**config.mk**
```make
export PLATFORM = sky130hd
export DESIGN_NAME = ipv4_packet_checksum_engine
export DESIGN_NICKNAME = d
export VERILOG_FILES = /design/src/ipcks_pkg.sv /design/src/ipcks_front.sv /design/src/ipcks_queue.sv /design/src/ipcks_back.sv /design/src/ipv4_packet_checksum_engine.sv
export SDC_FILE = /design/constraint.sdc
export NUM_CORES = 1
export LEC_CHECK = 0
export BUFFER_PORTS_ARGS = -buffer_cell sky130_fd_sc_hd__buf_2
export CAP_MARGIN = 20
export CORE_MARGIN = 1
export CORE_UTILIZATION = 59
export DETAILED_ROUTE_END_ITERATION = 10
export PLACE_DENSITY = 0.76
export SYNTH_ARGS = -nofsm -noshare
export SYNTH_HDL_FRONTEND = slang
export SYNTH_HIERARCHICAL = 1
export SYNTH_SLANG_ARGS = --single-unit
```
**constraint.sdc**
```tcl
create_clock -name clk -period 7.3 [get_ports clk]
set_clock_uncertainty 0.1 [all_clocks]
set_input_delay 1.46 -clock clk [delete_from_list [all_inputs] [get_ports clk]]
set_output_delay 1.46 -clock clk [all_outputs]
set_load 0.1 [all_outputs]
```
**src/ipcks_pkg.sv**
```systemverilog
// Shared types, constants and checksum helpers for the IPv4 checksum engine.
// No dependencies; every other file refers to it by scoped names.
`default_nettype none
package ipcks_pkg;

  // L4 kind codes carried on the first byte of a packet
  localparam logic [1:0] KIND_ICMP = 2'd0;
  localparam logic [1:0] KIND_TCP  = 2'd1;
  localparam logic [1:0] KIND_UDP  = 2'd2;

  // Fixed header geometry and protocol numbers
  localparam int unsigned IP_HDR_LEN   = 20;
  localparam int unsigned IP_CSUM_LO   = 11;  // second byte of the IP checksum field
  localparam int unsigned PSEUDO_FIRST = 13;  // first address word ends here
  localparam logic [15:0] PROTO_TCP    = 16'd6;
  localparam logic [15:0] PROTO_UDP    = 16'd17;

  // Length field carried through the queue at its widest size
  localparam int unsigned MAX_LEN_W   = 16;
  localparam int unsigned QUEUE_DEPTH = 4;

  // One byte beat of a packet
  typedef struct packed {
    logic [7:0] data_byte;
    logic [1:0] kind;
    logic       last;
  } in_beat_t;

  // One result beat
  typedef struct packed {
    logic [15:0] ip_checksum;
    logic [15:0] l4_checksum;
    logic        status;
  } out_beat_t;

  // Work item from the front to the back
  typedef struct packed {
    logic [15:0]          word;
    logic                 add_ip;
    logic                 add_l4;
    logic                 last;
    logic [MAX_LEN_W-1:0] total;
    logic [1:0]           kind;
    logic [7:0]           pad_byte;
  } op_t;

  // Offset of the L4 checksum field within the L4 part
  function automatic logic [5:0] field_offset(input logic [1:0] k);
    logic [5:0] off;
    unique case (k)
      KIND_TCP: off = 6'd16;
      KIND_UDP: off = 6'd6;
      default:  off = 6'd2;
    endcase
    return off;
  endfunction

  // Protocol number for the pseudo header, zero when none is used
  function automatic logic [15:0] proto_number(input logic [1:0] k);
    logic [15:0] p;
    unique case (k)
      KIND_TCP: p = PROTO_TCP;
      KIND_UDP: p = PROTO_UDP;
      default:  p = 16'd0;
    endcase
    return p;
  endfunction

  // One's-complement add with end-around carry
  function automatic logic [15:0] oc_add(input logic [15:0] a, input logic [15:0] b);
    logic [16:0] s;
    s = {1'b0, a} + {1'b0, b};
    return s[15:0] + {15'd0, s[16]};
  endfunction

endpackage
`default_nettype wire

```
**src/ipcks_front.sv**
```systemverilog
// Front end: takes packet bytes, pairs them into words and classifies each
// word for the IP and L4 sums. Uses ipcks_pkg.
`default_nettype none
module ipcks_front #(
  parameter int unsigned LEN_WIDTH = 16
) (
  input  wire logic               clk,
  input  wire logic               rst,
  input  wire logic               pkt_valid,
  input  wire ipcks_pkg::in_beat_t pkt_beat,
  input  wire logic               queue_full,
  output logic                    pkt_stall,
  output logic                    push,
  output ipcks_pkg::op_t          push_op
);

  localparam logic [LEN_WIDTH-1:0] MAX_COUNT = {LEN_WIDTH{1'b1}};

  logic [LEN_WIDTH-1:0] byte_count;
  logic [LEN_WIDTH-1:0] byte_count_next;
  logic [7:0]           held_high_byte;
  logic [7:0]           held_high_byte_next;
  logic [1:0]           packet_kind;
  logic [1:0]           packet_kind_next;

  logic                 first;
  logic [1:0]           kind_eff;
  logic                 take;
  logic                 odd;
  logic                 pseudo;
  logic [LEN_WIDTH-1:0] field_end;
  logic [LEN_WIDTH-1:0] count_inc;

  assign pkt_stall = queue_full;
  assign push      = pkt_valid && !pkt_stall;

  // Classify the current byte
  assign first     = (byte_count == '0);
  assign kind_eff  = first ? pkt_beat.kind : packet_kind;
  assign take      = (byte_count != MAX_COUNT);
  assign odd       = byte_count[0];
  assign pseudo    = (ipcks_pkg::proto_number(kind_eff) != 16'd0);
  assign field_end = LEN_WIDTH'(ipcks_pkg::IP_HDR_LEN)
                   + LEN_WIDTH'(ipcks_pkg::field_offset(kind_eff)) + LEN_WIDTH'(1);
  assign count_inc = take ? byte_count + LEN_WIDTH'(1) : byte_count;

  // Build the work item
  always_comb begin
    push_op          = '0;
    push_op.word     = {held_high_byte, pkt_beat.data_byte};
    push_op.last     = pkt_beat.last;
    push_op.total    = ipcks_pkg::MAX_LEN_W'(count_inc);
    push_op.kind     = kind_eff;
    push_op.pad_byte = (take && !odd) ? pkt_beat.data_byte : held_high_byte;
    if (take && odd) begin
      if (byte_count < LEN_WIDTH'(ipcks_pkg::IP_HDR_LEN)) begin
        push_op.add_ip = (byte_count != LEN_WIDTH'(ipcks_pkg::IP_CSUM_LO));
        push_op.add_l4 = pseudo && (byte_count >= LEN_WIDTH'(ipcks_pkg::PSEUDO_FIRST));
      end else begin
        push_op.add_l4 = (byte_count != field_end);
      end
    end
  end

  // Packet state update
  always_comb begin
    byte_count_next     = byte_count;
    held_high_byte_next = held_high_byte;
    packet_kind_next    = packet_kind;
    if (push) begin
      if (pkt_beat.last) begin
        byte_count_next     = '0;
        held_high_byte_next = 8'd0;
        packet_kind_next    = ipcks_pkg::KIND_ICMP;
      end else begin
        byte_count_next  = count_inc;
        packet_kind_next = kind_eff;
        if (take && !odd) begin
          held_high_byte_next = pkt_beat.data_byte;
        end
      end
    end
  end

  always_ff @(posedge clk) begin
    if (rst) begin
      byte_count     <= '0;
      held_high_byte <= 8'd0;
      packet_kind    <= ipcks_pkg::KIND_ICMP;
    end else begin
      byte_count     <= byte_count_next;
      held_high_byte <= held_high_byte_next;
      packet_kind    <= packet_kind_next;
    end
  end

endmodule
`default_nettype wire

```
**src/ipcks_queue.sv**
```systemverilog
// Short queue of work items between front and back.
// Uses ipcks_pkg for the item type and depth.
`default_nettype none
module ipcks_queue (
  input  wire logic           clk,
  input  wire logic           rst,
  input  wire logic           push,
  input  wire ipcks_pkg::op_t push_op,
  input  wire logic           pop,
  output logic                full,
  output logic                nonempty,
  output ipcks_pkg::op_t      head
);

  localparam int unsigned DEPTH = ipcks_pkg::QUEUE_DEPTH;
  localparam int unsigned PTR_W = $clog2(DEPTH);
  localparam int unsigned CNT_W = $clog2(DEPTH + 1);

  ipcks_pkg::op_t entries [DEPTH];
  logic [PTR_W-1:0] wr_ptr;
  logic [PTR_W-1:0] rd_ptr;
  logic [CNT_W-1:0] fill;
  logic             do_push;
  logic             do_pop;

  assign full     = (fill == CNT_W'(DEPTH));
  assign nonempty = (fill != '0);
  assign head     = entries[rd_ptr];
  assign do_push  = push && !full;
  assign do_pop   = pop && nonempty;

  // Storage
  always_ff @(posedge clk) begin
    if (do_push) begin
      entries[wr_ptr] <= push_op;
    end
  end

  // Pointers and fill level
  always_ff @(posedge clk) begin
    if (rst) begin
      wr_ptr <= '0;
      rd_ptr <= '0;
      fill   <= '0;
    end else begin
      if (do_push) wr_ptr <= wr_ptr + PTR_W'(1);
      if (do_pop)  rd_ptr <= rd_ptr + PTR_W'(1);
      if (do_push && !do_pop) begin
        fill <= fill + CNT_W'(1);
      end else if (do_pop && !do_push) begin
        fill <= fill - CNT_W'(1);
      end
    end
  end

endmodule
`default_nettype wire

```
**src/ipcks_back.sv**
```systemverilog
// Back end: accumulates the one's-complement sums, then folds in padding and
// pseudo header and drives the result register. Uses ipcks_pkg.
`default_nettype none
module ipcks_back (
  input  wire logic           clk,
  input  wire logic           rst,
  input  wire logic           nonempty,
  input  wire ipcks_pkg::op_t head,
  output logic                pop,
  input  wire logic           res_stall,
  output logic                res_valid,
  output ipcks_pkg::out_beat_t res_beat
);

  logic [15:0] ip_sum;
  logic [15:0] l4_sum;
  logic [15:0] ip_sum_next;
  logic [15:0] l4_sum_next;

  // Finish stage registers
  logic                           fin_valid;
  logic [15:0]                    fin_ip;
  logic [15:0]                    fin_l4;
  logic [ipcks_pkg::MAX_LEN_W-1:0] fin_total;
  logic [1:0]                     fin_kind;
  logic [7:0]                     fin_pad;

  logic        res_free;
  logic        fin_free;
  logic        fin_move;
  logic [15:0] minlen;
  logic        short_pkt;
  logic [15:0] pad_word;
  logic [15:0] proto;
  logic [15:0] l4_len;
  logic [18:0] wide_sum;
  logic [16:0] fold1;
  logic [15:0] fold2;
  ipcks_pkg::out_beat_t res_next;

  assign res_free = !res_valid || !res_stall;
  assign fin_free = !fin_valid || res_free;
  assign fin_move = fin_valid && res_free;
  assign pop      = nonempty && (!head.last || fin_free);

  // Accumulate one word
  assign ip_sum_next = head.add_ip ? ipcks_pkg::oc_add(ip_sum, head.word) : ip_sum;
  assign l4_sum_next = head.add_l4 ? ipcks_pkg::oc_add(l4_sum, head.word) : l4_sum;

  always_ff @(posedge clk) begin
    if (rst) begin
      ip_sum <= 16'd0;
      l4_sum <= 16'd0;
    end else if (pop) begin
      ip_sum <= head.last ? 16'd0 : ip_sum_next;
      l4_sum <= head.last ? 16'd0 : l4_sum_next;
    end
  end

  // Hand the packet's sums to the finish stage
  always_ff @(posedge clk) begin
    if (rst) begin
      fin_valid <= 1'b0;
    end else if (pop && head.last) begin
      fin_valid <= 1'b1;
    end else if (fin_move) begin
      fin_valid <= 1'b0;
    end
  end

  always_ff @(posedge clk) begin
    if (pop && head.last) begin
      fin_ip    <= ip_sum_next;
      fin_l4    <= l4_sum_next;
      fin_total <= head.total;
      fin_kind  <= head.kind;
      fin_pad   <= head.pad_byte;
    end
  end

  // Padding, pseudo header, fold and invert
  assign minlen    = 16'(ipcks_pkg::IP_HDR_LEN) + 16'(ipcks_pkg::field_offset(fin_kind))
                   + 16'd2;
  assign short_pkt = (16'(fin_total) < minlen);
  assign pad_word  = fin_total[0] ? {fin_pad, 8'd0} : 16'd0;
  assign proto     = ipcks_pkg::proto_number(fin_kind);
  assign l4_len    = (proto != 16'd0) ? 16'(fin_total) - 16'(ipcks_pkg::IP_HDR_LEN) : 16'd0;
  assign wide_sum  = 19'(fin_l4) + 19'(pad_word) + 19'(proto) + 19'(l4_len);
  assign fold1     = {1'b0, wide_sum[15:0]} + {14'd0, wide_sum[18:16]};
  assign fold2     = fold1[15:0] + {15'd0, fold1[16]};

  always_comb begin
    res_next = '0;
    res_next.status = short_pkt;
    if (!short_pkt) begin
      res_next.ip_checksum = ~fin_ip;
      res_next.l4_checksum = ~fold2;
    end
  end

  // Result register
  always_ff @(posedge clk) begin
    if (rst) begin
      res_valid <= 1'b0;
    end else if (fin_move) begin
      res_valid <= 1'b1;
    end else if (!res_stall) begin
      res_valid <= 1'b0;
    end
  end

  always_ff @(posedge clk) begin
    if (fin_move) begin
      res_beat <= res_next;
    end
  end

endmodule
`default_nettype wire

```
**src/ipv4_packet_checksum_engine.sv**
```systemverilog
// IPv4 checksum engine top level: front classifier, work queue, back accumulator.
// Uses ipcks_pkg, ipcks_front, ipcks_queue and ipcks_back.
//
// Takes one packet byte per cycle and sustains that rate across packet
// boundaries; a byte is held off only when the four-entry work queue is full,
// which happens when the result side stalls. After its last byte is taken, a
// packet's result passes the queue, the finish stage and the result register.
// Byte counts saturate at 2^LEN_WIDTH-1; later bytes are ignored.
`default_nettype none
module ipv4_packet_checksum_engine #(
  parameter int unsigned LEN_WIDTH = 16
) (
  input  wire logic                 clk,
  input  wire logic                 rst,
  input  wire logic                 pkt_valid,
  output logic                      pkt_stall,
  input  wire ipcks_pkg::in_beat_t  pkt_beat,
  output logic                      res_valid,
  input  wire logic                 res_stall,
  output ipcks_pkg::out_beat_t      res_beat
);

  logic           push;
  ipcks_pkg::op_t push_op;
  logic           queue_full;
  logic           queue_nonempty;
  logic           pop;
  ipcks_pkg::op_t head;

  ipcks_front #(
    .LEN_WIDTH (LEN_WIDTH)
  ) u_front (
    .clk        (clk),
    .rst        (rst),
    .pkt_valid  (pkt_valid),
    .pkt_beat   (pkt_beat),
    .queue_full (queue_full),
    .pkt_stall  (pkt_stall),
    .push       (push),
    .push_op    (push_op)
  );

  ipcks_queue u_queue (
    .clk      (clk),
    .rst      (rst),
    .push     (push),
    .push_op  (push_op),
    .pop      (pop),
    .full     (queue_full),
    .nonempty (queue_nonempty),
    .head     (head)
  );

  ipcks_back u_back (
    .clk       (clk),
    .rst       (rst),
    .nonempty  (queue_nonempty),
    .head      (head),
    .pop       (pop),
    .res_stall (res_stall),
    .res_valid (res_valid),
    .res_beat  (res_beat)
  );

endmodule
`default_nettype wire

```
==> report_table.html <==
<table>
<tr><th>Metric</th><th>Value</th></tr>
<tr><th colspan="2">Status</th></tr>
<tr><td>Run status</td><td>completed</td></tr>
<tr><th colspan="2">Worst setup path</th></tr>
<tr><td>Worst Setup Start Kind</td><td>register</td></tr>
<tr><td>Reg2reg path depth</td><td>29</td></tr>
<tr><td>Peak per-stage delay on the critical path</td><td>0.59 ns</td></tr>
<tr><td>Data required, critical path</td><td>7.43 ns</td></tr>
<tr><td>Terminus of the critical flop-to-flop path</td><td>u_back/res_beat[15]$_SDFFCE_PP0P_</td></tr>
<tr><td>Worst setup path start</td><td>u_back/fin_total[6]$_DFFE_PP_</td></tr>
<tr><td>Worst-path cell with the longest stage delay</td><td>or4_4</td></tr>
<tr><td>Critical Path Sink Type</td><td>register</td></tr>
<tr><td>Worst setup endpoint</td><td>u_back/res_beat[15]$_SDFFCE_PP0P_</td></tr>
<tr><td>Kind of critical path</td><td>reg -&gt; reg</td></tr>
<tr><td>Maximum fanout along the worst path</td><td>5</td></tr>
<tr><td>Data arrival time at the worst-slack endpoint</td><td>7.07 ns</td></tr>
<tr><td>Setup slack of the worst register-to-register path</td><td>0.36 ns</td></tr>
<tr><td>Startpoint of the lowest-slack register-to-register path</td><td>u_back/fin_total[6]$_DFFE_PP_</td></tr>
<tr><td>Most common cell on crit path</td><td>ha_1</td></tr>
<tr><th colspan="2">Routing</th></tr>
<tr><td>Routed length per instance</td><td>19.7 um</td></tr>
<tr><td>Via density per instance</td><td>6.10</td></tr>
<tr><td>Detail Route Antenna Nets</td><td>0</td></tr>
<tr><td>Drt initial violations</td><td>833</td></tr>
<tr><td>Total wirelength of the detailed-routed design</td><td>36.4 mm</td></tr>
<tr><td>Iteration count of the initial detailed-routing pass</td><td>5</td></tr>
<tr><td>Count of vias placed by the detailed router</td><td>11300</td></tr>
<tr><td>Post-route DRC</td><td>0</td></tr>
<tr><th colspan="2">CTS</th></tr>
<tr><td>CTS H-tree depth</td><td>2</td></tr>
<tr><td>Clock transition at path regs</td><td>0.06 ns</td></tr>
<tr><td>Number of sinks on the clock net</td><td>340</td></tr>
<tr><td>Num CTS Buffers</td><td>35</td></tr>
<tr><td>Clk buf depth</td><td>3</td></tr>
<tr><td>Clock insertion delay at the later pin of the skew report</td><td>0.52 ns</td></tr>
<tr><td>Root Buffer</td><td>clkbuf_16</td></tr>
<tr><td>TritonCTS clock tree</td><td>built</td></tr>
<tr><th colspan="2">Timing</th></tr>
<tr><td>Share of the cycle needed by the critical path after routing</td><td>95.0%</td></tr>
<tr><td>Max Freq</td><td>approximately 0.14 GHz</td></tr>
<tr><td>Final hold viol count</td><td>0</td></tr>
<tr><td>Final setup violation count</td><td>0</td></tr>
<tr><td>Slew at the pin with the worst max-slew slack</td><td>1.07 ns</td></tr>
<tr><td>Final critical-path required period</td><td>6.94 ns</td></tr>
<tr><td>Number of max-slew violations in the final report</td><td>0</td></tr>
<tr><td>Worst relative slew slack</td><td>28.5%</td></tr>
<tr><th colspan="2">Global route</th></tr>
<tr><td>Pin count of the biggest net entering global routing</td><td>41</td></tr>
<tr><td>Remaining Overflow, GRT</td><td>0</td></tr>
<tr><td>Global routing usage on met3</td><td>3.06%</td></tr>
<tr><td>Via count of the first global-routing pass</td><td>11100</td></tr>
<tr><td>Total track usage</td><td>24.1%</td></tr>
<tr><td>Antenna violations before repair</td><td>0</td></tr>
<tr><td>Met2 GRT Util</td><td>41.5%</td></tr>
<tr><td>GR peak layer</td><td>met2</td></tr>
<tr><td>Global routing met1 resource utilization</td><td>roughly 32%</td></tr>
<tr><td>Global-route wire length before repair</td><td>~58 mm</td></tr>
<tr><th colspan="2">Logic synthesis</th></tr>
<tr><td>Mapped Area</td><td>17600 um2</td></tr>
<tr><td>Number of nets produced by synthesis</td><td>1504</td></tr>
<tr><td>Flip-flop cell with the highest count after synthesis</td><td>edfxtp_1</td></tr>
<tr><td>Sequential area share after synthesis</td><td>approximately 54%</td></tr>
<tr><td>Fraction of registers with async set/reset</td><td>0%</td></tr>
<tr><td>Post-synthesis average cell area</td><td>12.6 um2</td></tr>
<tr><td>Warning count from the yosys run</td><td>6</td></tr>
<tr><td>Count of flip-flops with a built-in enable after synthesis</td><td>between 200 and 300</td></tr>
<tr><td>Number of distinct library cells after synthesis</td><td>103</td></tr>
<tr><td>Number of instances in the synthesized netlist</td><td>1394</td></tr>
<tr><td>Flip-flop and latch count after synthesis</td><td>340</td></tr>
<tr><th colspan="2">Place</th></tr>
<tr><td>Dpl cell area</td><td>18000 um2</td></tr>
<tr><td>Port-buffer cells</td><td>49</td></tr>
<tr><td>Routability cong.</td><td>about 0.88</td></tr>
<tr><td>Instance count after placement with tap cells included</td><td>1778</td></tr>
<tr><td>Placed wire-length estimate after detailed placement</td><td>25.1 mm</td></tr>
<tr><th colspan="2">Final layout</th></tr>
<tr><td>Finished Cell Area</td><td>19300 um2</td></tr>
<tr><td>Seq. cell area</td><td>about 9500 um2</td></tr>
<tr><td>Layout overhead on the synthesized area</td><td>9.80%</td></tr>
<tr><td>Multi-input combinational cell area</td><td>between 7000 and 8000 um2</td></tr>
<tr><td>Antenna diode count</td><td>0</td></tr>
<tr><td>Filler instances</td><td>~2100</td></tr>
<tr><td>Post-Route Utilization</td><td>66.5%</td></tr>
<tr><td>Non-Filler Instances</td><td>1846</td></tr>
<tr><td>Layout cells sized above 1</td><td>between 10% and 20%</td></tr>
<tr><td>Fin nets</td><td>1546</td></tr>
<tr><th colspan="2">Floorplanning</th></tr>
<tr><td>Site Rows</td><td>62</td></tr>
<tr><td>Die Y</td><td>about 170 um</td></tr>
<tr><td>Initial core utilization</td><td>60.5%</td></tr>
<tr><td>Die Footprint</td><td>approximately 30000 um2</td></tr>
<tr><td>Die boundary width</td><td>175 um</td></tr>
<tr><td>Core Footprint</td><td>approximately 29000 um2</td></tr>
<tr><td>Top-Level Pins</td><td>50</td></tr>
<tr><th colspan="2">Job</th></tr>
<tr><td>Max capacitance violation total</td><td>0</td></tr>
<tr><th colspan="2">Worst hold path</th></tr>
<tr><td>Worst hold-check path type</td><td>reg -&gt; reg</td></tr>
</table>
-- worst min-delay path by stage --
stage	startpoint	to	slack, ns	cells past startpoint
6_report	u_back/ip_sum[14]$_SDFFE_PP0P_	u_back/ip_sum[14]$_SDFFE_PP0P_	0.39	2
3_3_place_gp	u_back/l4_sum[0]$_SDFFE_PP0P_	u_back/l4_sum[0]$_SDFFE_PP0P_	0.36	2
2_1_floorplan	u_back/ip_sum[14]$_SDFFE_PP0P_	u_back/ip_sum[14]$_SDFFE_PP0P_	0.34	2
5_1_grt	u_back/ip_sum[12]$_SDFFE_PP0P_	u_back/ip_sum[12]$_SDFFE_PP0P_	0.42	2
4_1_cts	u_back/l4_sum[0]$_SDFFE_PP0P_	u_back/l4_sum[0]$_SDFFE_PP0P_	0.38	2
3_5_place_dp	u_back/l4_sum[0]$_SDFFE_PP0P_	u_back/l4_sum[0]$_SDFFE_PP0P_	0.37	2
-- Yosys cell counts (12+ instances only) --
library cell  number  share of area [%]
nand3_1           38                1.1
xnor2_1           60                3.0
a22oi_1           28                1.2
nand4_1           14               0.50
nor3_1            23               0.66
nand2_1           50                1.1
inv_1             48                1.0
a31oi_1           15               0.53
nor2_1           153                3.3
xor2_1            34                1.7
mux4_2            40                5.1
and3_1            12               0.43
a21o_1            20               0.85
mux2_2            18                1.2
and2_1            16               0.57
o21a_1            13               0.56
buf_4             12               0.51
clkbuf_1          30               0.64
a211oi_1          12               0.51
ha_1              78                5.6
edfxtp_1         271                 46
a21oi_1           88                2.5
dfxtp_1           69                7.9
nand2b_1          12               0.43
o21ai_0           32               0.91
fa_1              17                1.9
-- area by class of cell --
type / instances / share of cell area, %
tap: 384 / 2.49
inverter: 51 / 1.01
clock buffer: 46 / 4.96
sequential: 340 / 49.4
clock inverter: 17 / 0.928
timing repair buffer: 65 / 2.04
multi-input combinational: 943 / 39.2
-- worst max-delay path: cells and delay by family, from the launching register on --
family	cells	cell delay [ns]
compound gates	7	1.14
xor+xnor	2	0.24
fa+ha+maj	5	1.45
buf+inv	1	0.17
flops	1	0.43
simple gates	14	3.13
-- placed cells by master (no fill, tap or decap), types with 6 or more instances in the layout --
cell and n:
edfxtp_1 271, nor2_1 150, a21oi_1 88, ha_1 78
dfxtp_1 67, xnor2_1 60, nand2_1 50, buf_2 49
inv_1 48, mux4_2 40, nand3_1 38, clkbuf_16 35
xor2_1 34, o21ai_0 32, a22oi_1 28, nor3_1 22
a21o_1 20, mux2_2 18, fa_1 17, buf_4 14
nand4_1 14, a31oi_1 14, o21a_1 13, a211oi_1 12
and3_1 12, and2_1 12, nand2b_1 12, o21ai_1 11
nor2b_1 11, nor4_1 11, or3_1 9, clkbuf_1 7
o211ai_1 7, clkinv_2 6, or2_2 6, nor3b_1 6
-- per-stage QoR --
stage               hold WS (ns)  worst slack [ns]  setup TNS (ns)
floorplan                  0.345             0.584               0
global placement           0.358             0.341               0
detailed placement         0.370             0.153               0
CTS                        0.383             0.101               0
global route               0.415           -0.0168         -0.0212
finish                     0.388             0.362               0
-- flip-flops by register name (all words and copies together), names as in the netlist, named ones only --
| signal | cells |
|---|---|
| u_front/held_high_byte | 8 |
| u_back/fin_l4 | 16 |
| u_front/byte_count | 16 |
| u_back/ip_sum | 16 |
| u_back/fin_pad | 8 |
| u_back/fin_ip | 16 |
| u_back/l4_sum | 16 |
| u_back/res_beat | 33 |
| u_queue/fill | 3 |
| u_queue/rd_ptr | 2 |
| u_queue/entries | 180 |
| u_back/fin_valid | 1 |
| u_front/packet_kind | 2 |
| u_back/fin_total | 16 |
| u_back/res_valid | 1 |
| u_queue/wr_ptr | 2 |
| u_back/fin_kind | 2 |
-- logic make-up (layout without fill, tap and decap cells) --
kind of cell    Yosys count  after routing  synth area share [%]
compound gates          278            278                  10.6
flops                   340            340                  54.2
xor+xnor                 99             99                  5.26
simple gates            403            403                  12.0
mux                      68             68                  7.32
fa+ha+maj                95             95                  7.50
buf+inv                 111            179                  3.18
-- metal layers --
layer | routed length, um | vias to the layer above
li1 | - | 5321
met1 | 15800 | 5550
met2 | 18100 | 333
met3 | 1870 | 51
met4 | 684 | 0
met5 | 0 | -
-- timing repair --
action                                 CTS  global route
resized for setup                        0             7
setup endpoints to repair                0            10
setup buffers                            0             3
endpoints found under the hold margin    0             0
hold buffers                             0             0
Power is not shown: default switching activity piles up to over one toggle a cycle in this logic, so the estimate is an artifact.
